### src/rtl/two_line_text_scroller_macros.svh
// assertion macros shared by the scroller rtl
// depends on nothing; included by files that carry assertions
`ifndef TWO_LINE_TEXT_SCROLLER_MACROS_SVH
`define TWO_LINE_TEXT_SCROLLER_MACROS_SVH

// same-cycle implication, disabled during reset
`define TLTS_ASSERT_SAME(label, clk, rst, ante, cons, msg) \
   label: assert property (@(posedge clk) disable iff (rst) (ante) |-> (cons)) \
      else $error(msg);

// next-cycle implication, disabled during reset
`define TLTS_ASSERT_NEXT(label, clk, rst, ante, cons, msg) \
   label: assert property (@(posedge clk) disable iff (rst) (ante) |=> (cons)) \
      else $error(msg);

`endif

### src/rtl/tlts_pkg.sv
// types and fixed constants of the two-line text scroller
// no dependencies; used by every rtl module of the block
`timescale 1ns / 1ps
package tlts_pkg;

   localparam int FUNC_W = 2;
   localparam int POS_W  = 6;
   localparam int CHAR_W = 8;
   localparam int LEN_W  = 6;
   localparam int KIND_W = 2;

   localparam logic [CHAR_W-1:0] SPACE_CHAR = 8'h20;

   typedef enum logic [FUNC_W-1:0] {
      FUNC_WRITE  = 2'd0,
      FUNC_COMMIT = 2'd1,
      FUNC_TICK   = 2'd2,
      FUNC_CLEAR  = 2'd3
   } func_type;

   typedef enum logic [KIND_W-1:0] {
      KIND_CLEAR  = 2'd0,
      KIND_CURSOR = 2'd1,
      KIND_DATA   = 2'd2
   } kind_type;

   typedef enum logic [2:0] {
      ST_IDLE,
      ST_CLEAR,
      ST_CURSOR,
      ST_DATA,
      ST_MOD
   } state_type;

   typedef struct packed {
      logic [FUNC_W-1:0] func;
      logic              line_select;
      logic [POS_W-1:0]  position;
      logic [CHAR_W-1:0] character;
      logic [LEN_W-1:0]  text_length;
   } req_type;

   typedef struct packed {
      logic [KIND_W-1:0] kind;
      logic              cursor_line;
      logic [CHAR_W-1:0] glyph;
      logic              last_of_frame;
   } rsp_type;

   // controller to datapath
   typedef struct packed {
      logic              write;
      logic              commit;
      logic              clear_all;
      logic              serve;
      logic              emit;
      logic [KIND_W-1:0] kind;
      logic              line;
      logic              last;
      logic              idx_clr;
      logic              idx_inc;
      logic              rd_issue;
      logic              mod_start;
      logic              mod_commit;
   } cmd_type;

   // datapath to controller
   typedef struct packed {
      logic [1:0] pend;
      logic       out_free;
      logic       line_long;
      logic       idx_last;
      logic       rem_busy;
   } status_type;

endpackage

### src/rtl/tlts_rem.sv
// iterative remainder unit, one restoring step per cycle
// depends on tlts_pkg for the length width
`timescale 1ns / 1ps
module tlts_rem (
   input  logic                       clock,
   input  logic                       reset,
   input  logic                       start,
   input  logic [tlts_pkg::LEN_W:0]   dividend,
   input  logic [tlts_pkg::LEN_W-1:0] divisor,
   output logic                       busy,
   output logic [tlts_pkg::LEN_W-1:0] remainder
);

   localparam int DVD_W = tlts_pkg::LEN_W + 1;
   localparam int CNT_W = $clog2(DVD_W + 1);

   logic [CNT_W-1:0]           cnt_ff, cnt_in;
   logic [DVD_W-1:0]           dvd_ff, dvd_in;
   logic [tlts_pkg::LEN_W-1:0] rem_ff, rem_in;
   logic [DVD_W-1:0]           trial;

   assign busy      = (cnt_ff != '0);
   assign remainder = rem_ff;

   // partial remainder stays below divisor, so trial is below twice the divisor
   assign trial = {rem_ff, dvd_ff[DVD_W-1]};

   always_comb begin
      cnt_in = cnt_ff;
      dvd_in = dvd_ff;
      rem_in = rem_ff;
      if (start) begin
         cnt_in = CNT_W'(DVD_W);
         dvd_in = dividend;
         rem_in = '0;
      end else if (busy) begin
         cnt_in = cnt_ff - 1'b1;
         dvd_in = {dvd_ff[DVD_W-2:0], 1'b0};
         if (trial >= {1'b0, divisor}) begin
            rem_in = tlts_pkg::LEN_W'(trial - {1'b0, divisor});
         end else begin
            rem_in = trial[tlts_pkg::LEN_W-1:0];
         end
      end
   end

   always_ff @(posedge clock) begin
      if (reset) begin
         cnt_ff <= '0;
      end else begin
         cnt_ff <= cnt_in;
      end
   end

   always_ff @(posedge clock) begin
      dvd_ff <= dvd_in;
      rem_ff <= rem_in;
   end

endmodule

### src/rtl/tlts_dp.sv
// datapath: text memory, line lengths, offsets, pending flags, output register
// depends on tlts_pkg, tlts_rem and the assertion macro header
`timescale 1ns / 1ps
`include "two_line_text_scroller_macros.svh"
module tlts_dp #(
   parameter int TEXT_CAPACITY = 64,
   parameter int DISPLAY_WIDTH = 16
) (
   input  logic                 clock,
   input  logic                 reset,
   input  tlts_pkg::req_type    req_data,
   input  tlts_pkg::cmd_type    cmd,
   output tlts_pkg::status_type status,
   input  logic                 rsp_ready,
   output logic                 rsp_valid,
   output tlts_pkg::rsp_type    rsp_data
);

   localparam int AW    = $clog2(2 * TEXT_CAPACITY);
   localparam int IDX_W = $clog2(DISPLAY_WIDTH);
   localparam int WIN_W = $clog2((2 ** tlts_pkg::LEN_W) + DISPLAY_WIDTH);
   localparam int LW    = tlts_pkg::LEN_W;

   logic [tlts_pkg::CHAR_W-1:0] text_mem [2 * TEXT_CAPACITY];
   logic [tlts_pkg::CHAR_W-1:0] rd_data_ff;

   logic [LW-1:0]    len_ff [2];
   logic [LW-1:0]    len_in [2];
   logic [LW-1:0]    off_ff [2];
   logic [LW-1:0]    off_in [2];
   logic [1:0]       pend_ff, pend_in;
   logic [IDX_W-1:0] idx_ff, idx_in;
   logic             rsp_valid_ff, rsp_valid_in;
   tlts_pkg::rsp_type rsp_data_ff, rsp_data_in;

   logic [LW-1:0]    cur_len;
   logic [LW-1:0]    start;
   logic [WIN_W-1:0] cur_pos;
   logic [WIN_W-1:0] rd_pos;
   logic             rd_en;
   logic [AW-1:0]    rd_addr;
   logic [AW-1:0]    wr_addr;
   logic             wr_en;
   logic [LW-1:0]    len_sat;
   logic [tlts_pkg::CHAR_W-1:0] glyph;
   logic [LW:0]      dividend;
   logic [LW-1:0]    divisor;
   logic             rem_busy;
   logic [LW-1:0]    rem;
   logic             out_free;

   assign cur_len = len_ff[cmd.line];
   assign status.line_long = (int'(cur_len) > DISPLAY_WIDTH);
   assign start   = status.line_long ? off_ff[cmd.line] : '0;
   assign cur_pos = WIN_W'(start) + WIN_W'(idx_ff);

   // fetch runs one character ahead of the emitted one
   assign rd_pos  = cmd.idx_clr ? WIN_W'(start) : WIN_W'(start) + WIN_W'(idx_ff) + 1'b1;
   assign rd_en   = cmd.rd_issue && (int'(rd_pos) < TEXT_CAPACITY);
   assign rd_addr = AW'(cmd.line ? TEXT_CAPACITY : 0) + AW'(rd_pos);

   assign wr_en   = cmd.write && (int'(req_data.position) < TEXT_CAPACITY);
   assign wr_addr = AW'(req_data.line_select ? TEXT_CAPACITY : 0) + AW'(req_data.position);

   always_ff @(posedge clock) begin
      if (wr_en) begin
         text_mem[wr_addr] <= req_data.character;
      end
      if (rd_en) begin
         rd_data_ff <= text_mem[rd_addr];
      end
   end

   assign len_sat = (int'(req_data.text_length) > TEXT_CAPACITY) ?
                    LW'(TEXT_CAPACITY) : req_data.text_length;

   // offset wrap: (offset + 1) mod (length - width + 1)
   assign dividend = {1'b0, off_ff[cmd.line]} + 1'b1;
   assign divisor  = LW'(int'(cur_len) - DISPLAY_WIDTH + 1);

   tlts_rem u_rem (
      .clock     (clock),
      .reset     (reset),
      .start     (cmd.mod_start),
      .dividend  (dividend),
      .divisor   (divisor),
      .busy      (rem_busy),
      .remainder (rem)
   );

   always_comb begin
      len_in  = len_ff;
      off_in  = off_ff;
      pend_in = pend_ff;
      if (cmd.commit) begin
         len_in[req_data.line_select]  = len_sat;
         pend_in[req_data.line_select] = 1'b1;
      end
      if (cmd.clear_all) begin
         len_in[0] = '0;
         len_in[1] = '0;
         pend_in   = 2'b11;
      end
      if (cmd.serve) begin
         priority if (pend_ff[0]) begin
            pend_in[0] = 1'b0;
            off_in[0]  = '0;
         end else if (pend_ff[1]) begin
            pend_in[1] = 1'b0;
            off_in[1]  = '0;
         end
      end
      if (cmd.mod_commit) begin
         off_in[cmd.line] = rem;
      end
   end

   always_comb begin
      idx_in = idx_ff;
      if (cmd.idx_clr) begin
         idx_in = '0;
      end else if (cmd.idx_inc) begin
         idx_in = idx_ff + 1'b1;
      end
   end

   // window positions past the length, and zero bytes, go out as spaces
   always_comb begin
      glyph = tlts_pkg::SPACE_CHAR;
      if ((cur_pos < WIN_W'(cur_len)) && (int'(cur_pos) < TEXT_CAPACITY) &&
          (rd_data_ff != '0)) begin
         glyph = rd_data_ff;
      end
   end

   assign out_free = !rsp_valid_ff || rsp_ready;

   always_comb begin
      rsp_valid_in = rsp_valid_ff;
      rsp_data_in  = rsp_data_ff;
      if (cmd.emit) begin
         rsp_valid_in              = 1'b1;
         rsp_data_in.kind          = cmd.kind;
         rsp_data_in.cursor_line   = 1'b0;
         rsp_data_in.glyph         = '0;
         rsp_data_in.last_of_frame = 1'b0;
         if (cmd.kind != tlts_pkg::KIND_CLEAR) begin
            rsp_data_in.cursor_line = cmd.line;
         end
         if (cmd.kind == tlts_pkg::KIND_DATA) begin
            rsp_data_in.glyph         = glyph;
            rsp_data_in.last_of_frame = cmd.last;
         end
      end else if (rsp_ready) begin
         rsp_valid_in = 1'b0;
      end
   end

   always_ff @(posedge clock) begin
      if (reset) begin
         len_ff[0]    <= '0;
         len_ff[1]    <= '0;
         off_ff[0]    <= '0;
         off_ff[1]    <= '0;
         pend_ff      <= '0;
         idx_ff       <= '0;
         rsp_valid_ff <= 1'b0;
      end else begin
         len_ff       <= len_in;
         off_ff       <= off_in;
         pend_ff      <= pend_in;
         idx_ff       <= idx_in;
         rsp_valid_ff <= rsp_valid_in;
      end
   end

   always_ff @(posedge clock) begin
      rsp_data_ff <= rsp_data_in;
   end

   assign status.pend     = pend_ff;
   assign status.out_free = out_free;
   assign status.idx_last = (idx_ff == IDX_W'(DISPLAY_WIDTH - 1));
   assign status.rem_busy = rem_busy;

   assign rsp_valid = rsp_valid_ff;
   assign rsp_data  = rsp_data_ff;

   `TLTS_ASSERT_SAME(a_emit_slot_free, clock, reset, cmd.emit, out_free,
      "item loaded while output register still full")
   `TLTS_ASSERT_SAME(a_rem_idle_at_start, clock, reset, cmd.mod_start, !rem_busy,
      "remainder unit restarted while busy")
   `TLTS_ASSERT_SAME(a_rem_in_range, clock, reset, cmd.mod_commit, rem < divisor,
      "wrapped offset not below the wrap modulus")

endmodule

### src/rtl/tlts_ctrl.sv
// controller: decodes items and sequences the clear, cursor, data and wrap steps
// depends on tlts_pkg and the assertion macro header
`timescale 1ns / 1ps
`include "two_line_text_scroller_macros.svh"
module tlts_ctrl (
   input  logic                       clock,
   input  logic                       reset,
   input  logic                       req_valid,
   output logic                       req_ready,
   input  logic [tlts_pkg::FUNC_W-1:0] req_func,
   input  tlts_pkg::status_type       status,
   output tlts_pkg::cmd_type          cmd
);

   tlts_pkg::state_type state_ff, state_in;
   logic                line_ff, line_in;
   logic                accept;

   assign accept = req_valid && (state_ff == tlts_pkg::ST_IDLE);

   always_comb begin
      state_in = state_ff;
      line_in  = line_ff;
      unique case (state_ff)
         tlts_pkg::ST_IDLE: begin
            if (accept && (req_func == tlts_pkg::FUNC_TICK)) begin
               line_in  = 1'b0;
               state_in = (status.pend != 2'b00) ? tlts_pkg::ST_CLEAR : tlts_pkg::ST_CURSOR;
            end
         end
         tlts_pkg::ST_CLEAR: begin
            if (status.out_free) begin
               state_in = tlts_pkg::ST_CURSOR;
            end
         end
         tlts_pkg::ST_CURSOR: begin
            if (status.out_free) begin
               state_in = tlts_pkg::ST_DATA;
            end
         end
         tlts_pkg::ST_DATA: begin
            if (status.out_free && status.idx_last) begin
               priority if (status.line_long) begin
                  state_in = tlts_pkg::ST_MOD;
               end else if (!line_ff) begin
                  line_in  = 1'b1;
                  state_in = tlts_pkg::ST_CURSOR;
               end else begin
                  state_in = tlts_pkg::ST_IDLE;
               end
            end
         end
         tlts_pkg::ST_MOD: begin
            if (!status.rem_busy) begin
               if (!line_ff) begin
                  line_in  = 1'b1;
                  state_in = tlts_pkg::ST_CURSOR;
               end else begin
                  state_in = tlts_pkg::ST_IDLE;
               end
            end
         end
         default: begin
            state_in = tlts_pkg::ST_IDLE;
         end
      endcase
   end

   always_comb begin
      req_ready = 1'b0;
      cmd       = '0;
      cmd.line  = line_ff;
      cmd.kind  = tlts_pkg::KIND_DATA;
      unique case (state_ff)
         tlts_pkg::ST_IDLE: begin
            req_ready = 1'b1;
            if (accept) begin
               cmd.write     = (req_func == tlts_pkg::FUNC_WRITE);
               cmd.commit    = (req_func == tlts_pkg::FUNC_COMMIT);
               cmd.clear_all = (req_func == tlts_pkg::FUNC_CLEAR);
            end
         end
         tlts_pkg::ST_CLEAR: begin
            cmd.kind = tlts_pkg::KIND_CLEAR;
            if (status.out_free) begin
               cmd.emit  = 1'b1;
               cmd.serve = 1'b1;
            end
         end
         tlts_pkg::ST_CURSOR: begin
            cmd.kind = tlts_pkg::KIND_CURSOR;
            if (status.out_free) begin
               cmd.emit     = 1'b1;
               cmd.idx_clr  = 1'b1;
               cmd.rd_issue = 1'b1;
            end
         end
         tlts_pkg::ST_DATA: begin
            cmd.last = line_ff && status.idx_last;
            if (status.out_free) begin
               cmd.emit = 1'b1;
               if (status.idx_last) begin
                  cmd.mod_start = status.line_long;
               end else begin
                  cmd.idx_inc  = 1'b1;
                  cmd.rd_issue = 1'b1;
               end
            end
         end
         tlts_pkg::ST_MOD: begin
            cmd.mod_commit = !status.rem_busy;
         end
         default: begin
            cmd = '0;
         end
      endcase
   end

   always_ff @(posedge clock) begin
      if (reset) begin
         state_ff <= tlts_pkg::ST_IDLE;
         line_ff  <= 1'b0;
      end else begin
         state_ff <= state_in;
         line_ff  <= line_in;
      end
   end

   `TLTS_ASSERT_NEXT(a_pending_tick_clears, clock, reset,
      accept && (req_func == tlts_pkg::FUNC_TICK) && (status.pend != 2'b00),
      state_ff == tlts_pkg::ST_CLEAR,
      "tick with a pending change did not start with a clear")
   `TLTS_ASSERT_SAME(a_wrap_only_long, clock, reset,
      state_ff == tlts_pkg::ST_MOD, status.line_long,
      "offset wrap on a line that fits the display")
   `TLTS_ASSERT_NEXT(a_line0_then_line1, clock, reset,
      (state_ff == tlts_pkg::ST_MOD) && !status.rem_busy && !line_ff,
      (state_ff == tlts_pkg::ST_CURSOR) && line_ff,
      "second line not drawn after first line wrap")

endmodule

### src/rtl/two_line_text_scroller.sv
// top level of the two-line text scroller
// depends on tlts_pkg, tlts_ctrl, tlts_dp
//
//   channel | ports                      | moves
//   input   | req_valid/req_ready/req_data | one operation item (tlts_pkg::req_type)
//   result  | rsp_valid/rsp_ready/rsp_data | one display command item (tlts_pkg::rsp_type)
//
// write, commit and clear-both give no result.
// a tick emits a clear item on a pending change, then per line a cursor item and
// DISPLAY_WIDTH data items; wider lines add a wrap (7-step remainder unit and commit).
// results leave the output register at most one per cycle; text memory reads run one ahead.
// while the output register is full and not taken the sequencer holds its place.
// synchronous reset clears lengths, offsets and pending flags; the text memory is not reset.
`timescale 1ns / 1ps
module two_line_text_scroller #(
   parameter int TEXT_CAPACITY = 64,
   parameter int DISPLAY_WIDTH = 16
) (
   input  logic              clock,
   input  logic              reset,
   input  logic              req_valid,
   output logic              req_ready,
   input  tlts_pkg::req_type req_data,
   output logic              rsp_valid,
   input  logic              rsp_ready,
   output tlts_pkg::rsp_type rsp_data
);

   tlts_pkg::cmd_type    cmd;
   tlts_pkg::status_type status;

   tlts_ctrl u_ctrl (
      .clock     (clock),
      .reset     (reset),
      .req_valid (req_valid),
      .req_ready (req_ready),
      .req_func  (req_data.func),
      .status    (status),
      .cmd       (cmd)
   );

   tlts_dp #(
      .TEXT_CAPACITY (TEXT_CAPACITY),
      .DISPLAY_WIDTH (DISPLAY_WIDTH)
   ) u_dp (
      .clock     (clock),
      .reset     (reset),
      .req_data  (req_data),
      .cmd       (cmd),
      .status    (status),
      .rsp_ready (rsp_ready),
      .rsp_valid (rsp_valid),
      .rsp_data  (rsp_data)
   );

endmodule
### config.mk
export PLATFORM = sky130hd
export DESIGN_NAME = two_line_text_scroller
export DESIGN_NICKNAME = d
export VERILOG_FILES = /design/src/rtl/tlts_pkg.sv /design/src/rtl/tlts_rem.sv /design/src/rtl/tlts_dp.sv /design/src/rtl/tlts_ctrl.sv /design/src/rtl/two_line_text_scroller.sv
export VERILOG_INCLUDE_DIRS = /design/src /design/src/rtl
export SDC_FILE = /design/constraint.sdc
export NUM_CORES = 2
export LEC_CHECK = 0
export BUFFER_PORTS_ARGS = -buffer_cell sky130_fd_sc_hd__buf_2
export CORE_UTILIZATION = 49
export CTS_CLUSTER_SIZE = 40
export DETAILED_ROUTE_END_ITERATION = 10
export PLACE_DENSITY_LB_ADDON = 0.25
export SLEW_MARGIN = 5
export SYNTH_ARGS = -nofsm -noshare
export SYNTH_HDL_FRONTEND = slang
export SYNTH_SLANG_ARGS = --single-unit
### constraint.sdc
create_clock -name clock -period 5.5 [get_ports clock]
set_input_delay 0.825 -clock clock [delete_from_list [all_inputs] [get_ports clock]]
set_output_delay 0.825 -clock clock [all_outputs]
set_load 0.02 [all_outputs]
# After elaboration in Yosys (flattened, before gate mapping)
# Memories as Yosys holds them, arrays and structs flattened. A register that Yosys moved wholly into a read port is not among the register bits.
# Cells that the tools add are included.
totals:
  in_bits: 27
  reg_bits: 63
  romBits: 0
  output_inout_bits: 14
  latchBits: 0
  ram_bits: 1024
  mem_count: 1
  elab_cells: 158
op_classes:
  addsub: 10
  div_mod_pow: 0
  n_mul: 0
  n_mux: 70
  bitwise_logic: 3
  n_shift: 0
  n_lt_le_gt_ge: 11
  reduce_logical: 31
  eq_ne: 15
memory_table:
  columns: ["memory", "depth", "width", "rd", "rd_ports_with_merged_regs", "write_ports", "line_no", "rtl"]
  rows:
  - ["u_dp.text_mem", 128, 8, 1, 1, 1, "tlts_dp.sv:24", "logic [tlts_pkg::CHAR_W-1:0] text_mem [2 * TEXT_CAPACITY];"]
ops:
  columns: ["op", "n"]
  rows:
  - ["$mux W6", 14]
  - ["$mux W7", 5]
  - ["$mux W3", 11]
  - ["$bwmux W12", 2]
  - ["$mux W12", 2]
  - ["$mux W1", 21]
  - ["$pmux W3 S5", 1]
  - ["$lt A7 B7 Y1 const B", 2]
  - ["$mux W2", 7]
  - ["$demux W6 S1", 2]
  - ["$logic_and A1 B1 Y1", 10]
  - ["$reduce_and A5 Y1", 2]
  - ["$reduce_bool A2 Y1", 4]
  - ["$reduce_bool A8 Y1", 1]
  - ["$add A6 B1 Y7 const B", 1]
  - ["$add A6 B4 Y7", 1]
  - ["$add A7 B1 Y7 const B", 1]
  - ["$add A7 B6 Y7", 1]
  - ["$add A7 B7 Y7", 1]
  - ["$ge A7 B6 Y1", 1]
  - ["$lt A7 B6 Y1", 1]
  - ["$add A6 B2 Y6 const B", 1]
  - ["$eq A2 B2 Y1 const B", 3]
  - ["$eq A3 B2 Y1 const B", 2]
  - ["other kinds (30)", 43]

# Depth between registers and ports, before layout
logic_depth:
  word_depth: 14
  ltp_mapped: 26
  mapped_depth_nobuf: 21

# Cells and area by module
# A second synthesis with hierarchy kept.
hier_totals:
  hier_cells: 3929
  area_unflattened_um2: 50597.3
by_module_without_submodules:
  columns: ["module", "area_per_inst_um2", "instances", "cells_each", "seq_area_each_um2"]
  rows:
  - ["tlts_dp", 49118.4, 1, 3765, 31970.7]
  - ["tlts_rem", 1068.5, 1, 107, 390.4]
  - ["tlts_ctrl", 410.4, 1, 57, 80.1]

# Worst setup path before layout
# No wires, ideal clock.
synth_path:
  kind: "reg-to-reg"
  from: "register u_ctrl.state_ff[1]"
  to: "register u_dp.rd_data_ff[1] (netlist bit), read port of u_dp.text_mem (data pin)"
  n_path_buf: 4
  setup_ns: 0.262
  setup_slack_ns: -0.413
  arrival_time_ns: 5.651
  period_less_slack_ns: 5.913
  required_ns: 5.238
  path_stages_with_launch: 25
  path_cell_list: "dfxtp_1 -> buf_2 -> o21ai_1 -> nand2_1 -> mux2i_1 -> ha_1 -> or3b_1 -> a2111o_1 -> nand2_2 -> nor2_1 -> ha_1 -> fa_1 -> xnor2_1 -> inv_1 -> and4b_1 -> a211oi_2 -> a21o_1 -> buf_2 -> buf_2 -> clkbuf_1 -> a21oi_1 -> a311oi_1 -> nor4_1 -> a211oi_1 -> a21oi_1"
synth_between:
  elab_chain_cells: 14
  word_cells_on_any_way: 25
  cone_classes: "add/sub: 3; order compare: 2; eq/ne: 4; mux: 12; bitwise: 1; reduce/logical: 3"
synth_lines:
  columns: ["item", "line_no", "rtl"]
  rows:
  - ["start: declaration", "tlts_ctrl.sv:15", "tlts_pkg::state_type state_ff, state_in;"]
  - ["start signal: assignment", "tlts_ctrl.sv:121", "state_ff <= tlts_pkg::ST_IDLE;"]
  - ["start signal: assignment", "tlts_ctrl.sv:124", "state_ff <= state_in;"]
  - ["$eq A3 B1 Y1 (tied with other cells)", "tlts_ctrl.sv:74", "unique case (state_ff)"]
  - ["$reduce_or A5 Y1 (no source line)", null, null]
  - ["$mux W1", "tlts_ctrl.sv:74", null]
  - ["$not A1 Y2 (implied by the code)", "tlts_dp.sv:52, tlts_dp.sv:54", null]
  - ["$mux W6 (implied by the code) (3 in a row)", "tlts_dp.sv:52", "assign cur_len = len_ff[cmd.line];"]
  - ["$gt A6 B5 Y1", "tlts_dp.sv:53", "assign status.line_long = (int'(cur_len) > DISPLAY_WIDTH);"]
  - ["$mux W6", "tlts_dp.sv:54", "assign start = status.line_long ? off_ff[cmd.line] : '0;"]
  - ["$add A6 B4 Y7", "tlts_dp.sv:58", "assign rd_pos = cmd.idx_clr ? WIN_W'(start) : WIN_W'(start) + WIN_W'(idx_ff) + 1'b1;"]
  - ["$add A7 B1 Y7", "tlts_dp.sv:58", null]
  - ["$mux W7", "tlts_dp.sv:58", null]
  - ["$lt A7 B7 Y1", "tlts_dp.sv:59", "assign rd_en = cmd.rd_issue && (int'(rd_pos) < TEXT_CAPACITY);"]
  - ["$logic_and A1 B1 Y1", "tlts_dp.sv:59", null]
  - ["end: declaration", "tlts_dp.sv:25", "logic [tlts_pkg::CHAR_W-1:0] rd_data_ff;"]
# Parallel ways exist; a longest one is shown, timed or not. The select of a mux whose other input is x is not followed.
# A chain may end at the register's enable or synchronous reset.

# Final worst setup path
layout_path:
  from: "register u_ctrl.state_ff[1]"
  to: "register u_dp.rd_data_ff[5] (netlist bit), read port of u_dp.text_mem (data pin)"
# Same word-level chain as after synthesis.

==> results.json <==
{
  "outcome": "complete, no violations",
  "synth.distinct_cells": 84,
  "syn_area_per_cell_um2": 13.5,
  "grt_max_degree": 88,
  "finalWorstSetupSlack_ns": 0.0752,
  "synthArstFlopShare_pct": 0,
  "start_kind": "register",
  "relSlewSlack_pct": 20.9,
  "viasPerCell": 6.31,
  "swShare_pct": 32.3,
  "synth_xor_area_share_pct": 0.468,
  "cp_max_fo": 7,
  "ctsHoldBuffers": 0,
  "dp_slack_ns": -0.581,
  "layout_commonest_cell": "edfxtp_1",
  "worstPathRequired_ns": 5.95,
  "syn-num-nets": 3389,
  "holdCritPathClass": "primary input to register",
  "die_w_um": 305,
  "core_area_mm2": 0.0904,
  "vias": 31500,
  "yosysWarnings": 0,
  "path_class": "register to register",
  "p_per_area_mw_per_mm2": 442,
  "cts-buffers-inserted": 110,
  "placementRows": 110,
  "p_clk_share_pct": 31.6,
  "drt-initial-drc-count": 4652,
  "htreeDepth": 3,
  "final.fill_count": 6928,
  "reg2reg_depth": 25,
  "grt_usage_pct": 30.9,
  "finalHoldViolations": 0,
  "layout.nets": 3762,
  "antenna_found_initial": 4,
  "yosys_register_bits": 1095,
  "drv_cap": 0,
  "final.period_utilization_pct": 98.6,
  "p_leak_uw": 0.0183,
  "rsz0062_at_grt": "true",
  "wirelength_mm": 146,
  "fmax_ghz": 0.184,
  "grt_pass1_vias": 30300,
  "internal_power_uw": 16200,
  "clock_skew_ns": 0.0390,
  "combinationalPowerShare_pct": 28.7,
  "synth-compound-area-share_pct": 8.78,
  "finalPower_uw": 23900,
  "cts_sinks": 1095,
  "root_buffer": "clkbuf_16",
  "die_h_um": 305,
  "syn_to_final_growth_pct": 20.5,
  "yosysTopAreaCellShare_pct": 70.2,
  "whs_path_depth": 3,
  "synth-edff-count": 1051,
  "layout_common_cells": "1,051 x edfxtp_1, 669 x nand2_1, 354 x buf_4, 201 x nor2_1, 183 x nand3_1",
  "ys_seq_area_share_pct": 72.2,
  "port_buffers": 40,
  "gr-total-overflow": 0,
  "vdd_ir_drop_max_v": 0.000270,
  "cts_buffer_depth": 3,
  "setup_viol": 0,
  "wire_per_inst_um": 29.3,
  "synthSimpleGateAreaFrac_pct": 12.1,
  "grt_pass1_wl_mm": 208,
  "place_congestion": 0.997,
  "synth_mux_area_share_pct": 3.36,
  "fin_crit_ns": 5.42,
  "initial_utilization_pct": 49.7,
  "end_kind": "register",
  "p_sw_uw": 7740,
  "ant_nets": 0,
  "synth_fa_ha_area_share_pct": 0.724,
  "syn_area_mm2": 0.0449,
  "holdWs_ns": 0.394,
  "slew_violations": 0,
  "synth_top_area_cell": "edfxtp_1",
  "path_clk_slew_ns": 0.07,
  "synth_area_leaders": "edfxtp_1 70%, nand2_1 5.7%, mux2i_1 3.2%",
  "pin_count": 41,
  "crit_arrival_ns": 5.87,
  "tightest_slew_ns": 1.18,
  "dp_hpwl_mm": 95.3,
  "drive_above_1_share_pct": 20.6,
  "dr.pass1.iters": 6,
  "die-area_mm2": 0.0929,
  "clock_latency_ns": 0.71,
  "cts_tree": "done",
  "synth_top_flop_cell": "edfxtp_1",
  "syn_inst": 3338,
  "drc": 0,
  "pwr-share-seq_pct": 39.8,
  "synth_top_family_by_area": "simple AND/OR/NAND/NOR gates"
}
-- stage by stage --
step,utilization [%],TNS (ns),area [µm²],std cells
after floorplan,-,0,45000,3338
after global placement,54.5,-2.59,49300,4745
after detailed placement,54.5,-2.49,49300,4745
after CTS,59.0,0,53300,4968
after global routing,59.9,-0.604,54200,4983
final,59.9,0,54200,4986
-- per-layer routing --
| metal | share of wire [%] | GRT usage, % | up-vias |
|---|---|---|---|
| met5 | 0.0089 | 0 | - |
| met4 | 3.6 | 11.4 | 2 |
| met3 | 11 | 6.15 | 304 |
| met2 | 46 | 47.7 | 1986 |
| met1 | 39 | 43.4 | 15700 |
| li1 | - | - | 13500 |
-- cells by family (layout without fill, tap and decap cells) --
logic type	count (synthesis)	in the layout
DFF	1095	1095
and+or+nand+nor	1262	1262
adders and majority gates	25	25
xor gates and xnor gates	24	24
other	0	3
buffers and inverters	217	686
muxes	149	149
AOI/OAI and AO/OA	566	566
-- power by group through the flow --
| stage | combinational, µW | clock (µW) | sequential, µW |
|---|---|---|---|
| global route | 7150 | 7910 | 9530 |
| CTS | 6370 | 7610 | 9510 |
| finish | 6870 | 7560 | 9520 |
| detailed placement | 6190 | 0 | 9680 |
| global placement | 6140 | 0 | 9670 |
| floorplan | 3320 | 0 | 9650 |
-- sequential cells by signal, summed over array words and instances (netlist names) --
name                  count
u_ctrl.line_ff            1
u_dp.len_ff              12
u_dp.text_mem          1024
u_dp.idx_ff               4
u_ctrl.state_ff           3
u_dp.pend_ff              2
u_dp.rd_data_ff           8
u_dp.u_rem.cnt_ff         3
u_dp.rsp_valid            1
u_dp.rsp_data            12
u_dp.off_ff              12
u_dp.u_rem.dvd_ff         7
u_dp.u_rem.remainder      6
-- worst paths after layout --
check	from	endpoint	slack [ns]
setup / recovery	u_ctrl.state_ff[1]$_SDFFE_PP0P_	u_dp.rd_data_ff[5]$_DFFE_PP_	0.08
hold / removal	req_data[4]	u_dp.len_ff[4]$_SDFFE_PP0P_	0.39
setup reg to reg	u_ctrl.state_ff[1]$_SDFFE_PP0P_	u_dp.rd_data_ff[5]$_DFFE_PP_	0.08
hold reg to reg	u_dp.off_ff[4]$_SDFF_PP0_	u_dp.off_ff[4]$_SDFF_PP0_	0.51
-- timing repair --
action,4_1_cts,5_1_grt
gates cloned,1,3
buffers inserted,14,13
gates resized for setup,54,131
pin swaps,14,46
endpoints found under the setup margin,8,8
-- cell usage after synthesis (6+ instances only) --
master	instances
a2111oi_0	6
a211oi_1	37
a21o_1	15
a21oi_1	120
a221oi_1	17
a22oi_1	28
a311oi_1	10
a31oi_1	71
a32oi_1	54
and2_1	14
and3_1	31
buf_1	10
buf_2	86
buf_4	15
buf_6	10
clkbuf_1	75
dfxtp_1	44
edfxtp_1	1051
ha_1	22
inv_1	19
mux2i_1	143
nand2_1	678
nand2b_1	6
nand3_1	192
nand4_1	34
nor2_1	209
nor2b_1	11
nor3_1	39
nor4_1	19
o211ai_1	18
o21ai_0	55
o221ai_1	14
o22ai_1	48
xnor2_1	15
xor2_1	9
-- worst max-delay path, stage by stage, from the launching register on --
cell and delay [ns]:
dfxtp_4 0.36, o21a_1 0.21, o21ai_2 0.16, and2_4 0.18, ha_4 0.12, or3b_4 0.37
a2111o_1 0.45, nand2_2 0.09, nor2_2 0.04, ha_2 0.18, fa_2 0.58, buf_6 0.12
nand2_4 0.05, buf_6 0.12, a2bb2oi_4 0.14, a211oi_4 0.34, a21oi_4 0.13, buf_6 0.18
buf_12 0.14, buf_6 0.14, mux4_2 0.31, a21oi_2 0.15, buf_4 0.15, nor2_1 0.07
o221ai_2 0.24, nand3b_1 0.13
-- area by class of cell --
cell class                      count  area (µm²)  share of cell area (%)
Timing Repair Buffer              459        4120                    7.61
Clock buffer                      142        3000                    5.54
Antenna cell                        3        7.51                  0.0139
Sequential cell                  1095       32400                    59.9
Multi-Input combinational cell   2026       12400                    22.9
Inverter                           19        71.3                   0.132
Clock inverter                     66         639                    1.18
Tap cell                         1176        1470                    2.72
No activity file was read; power rests on OpenSTA's default activity.
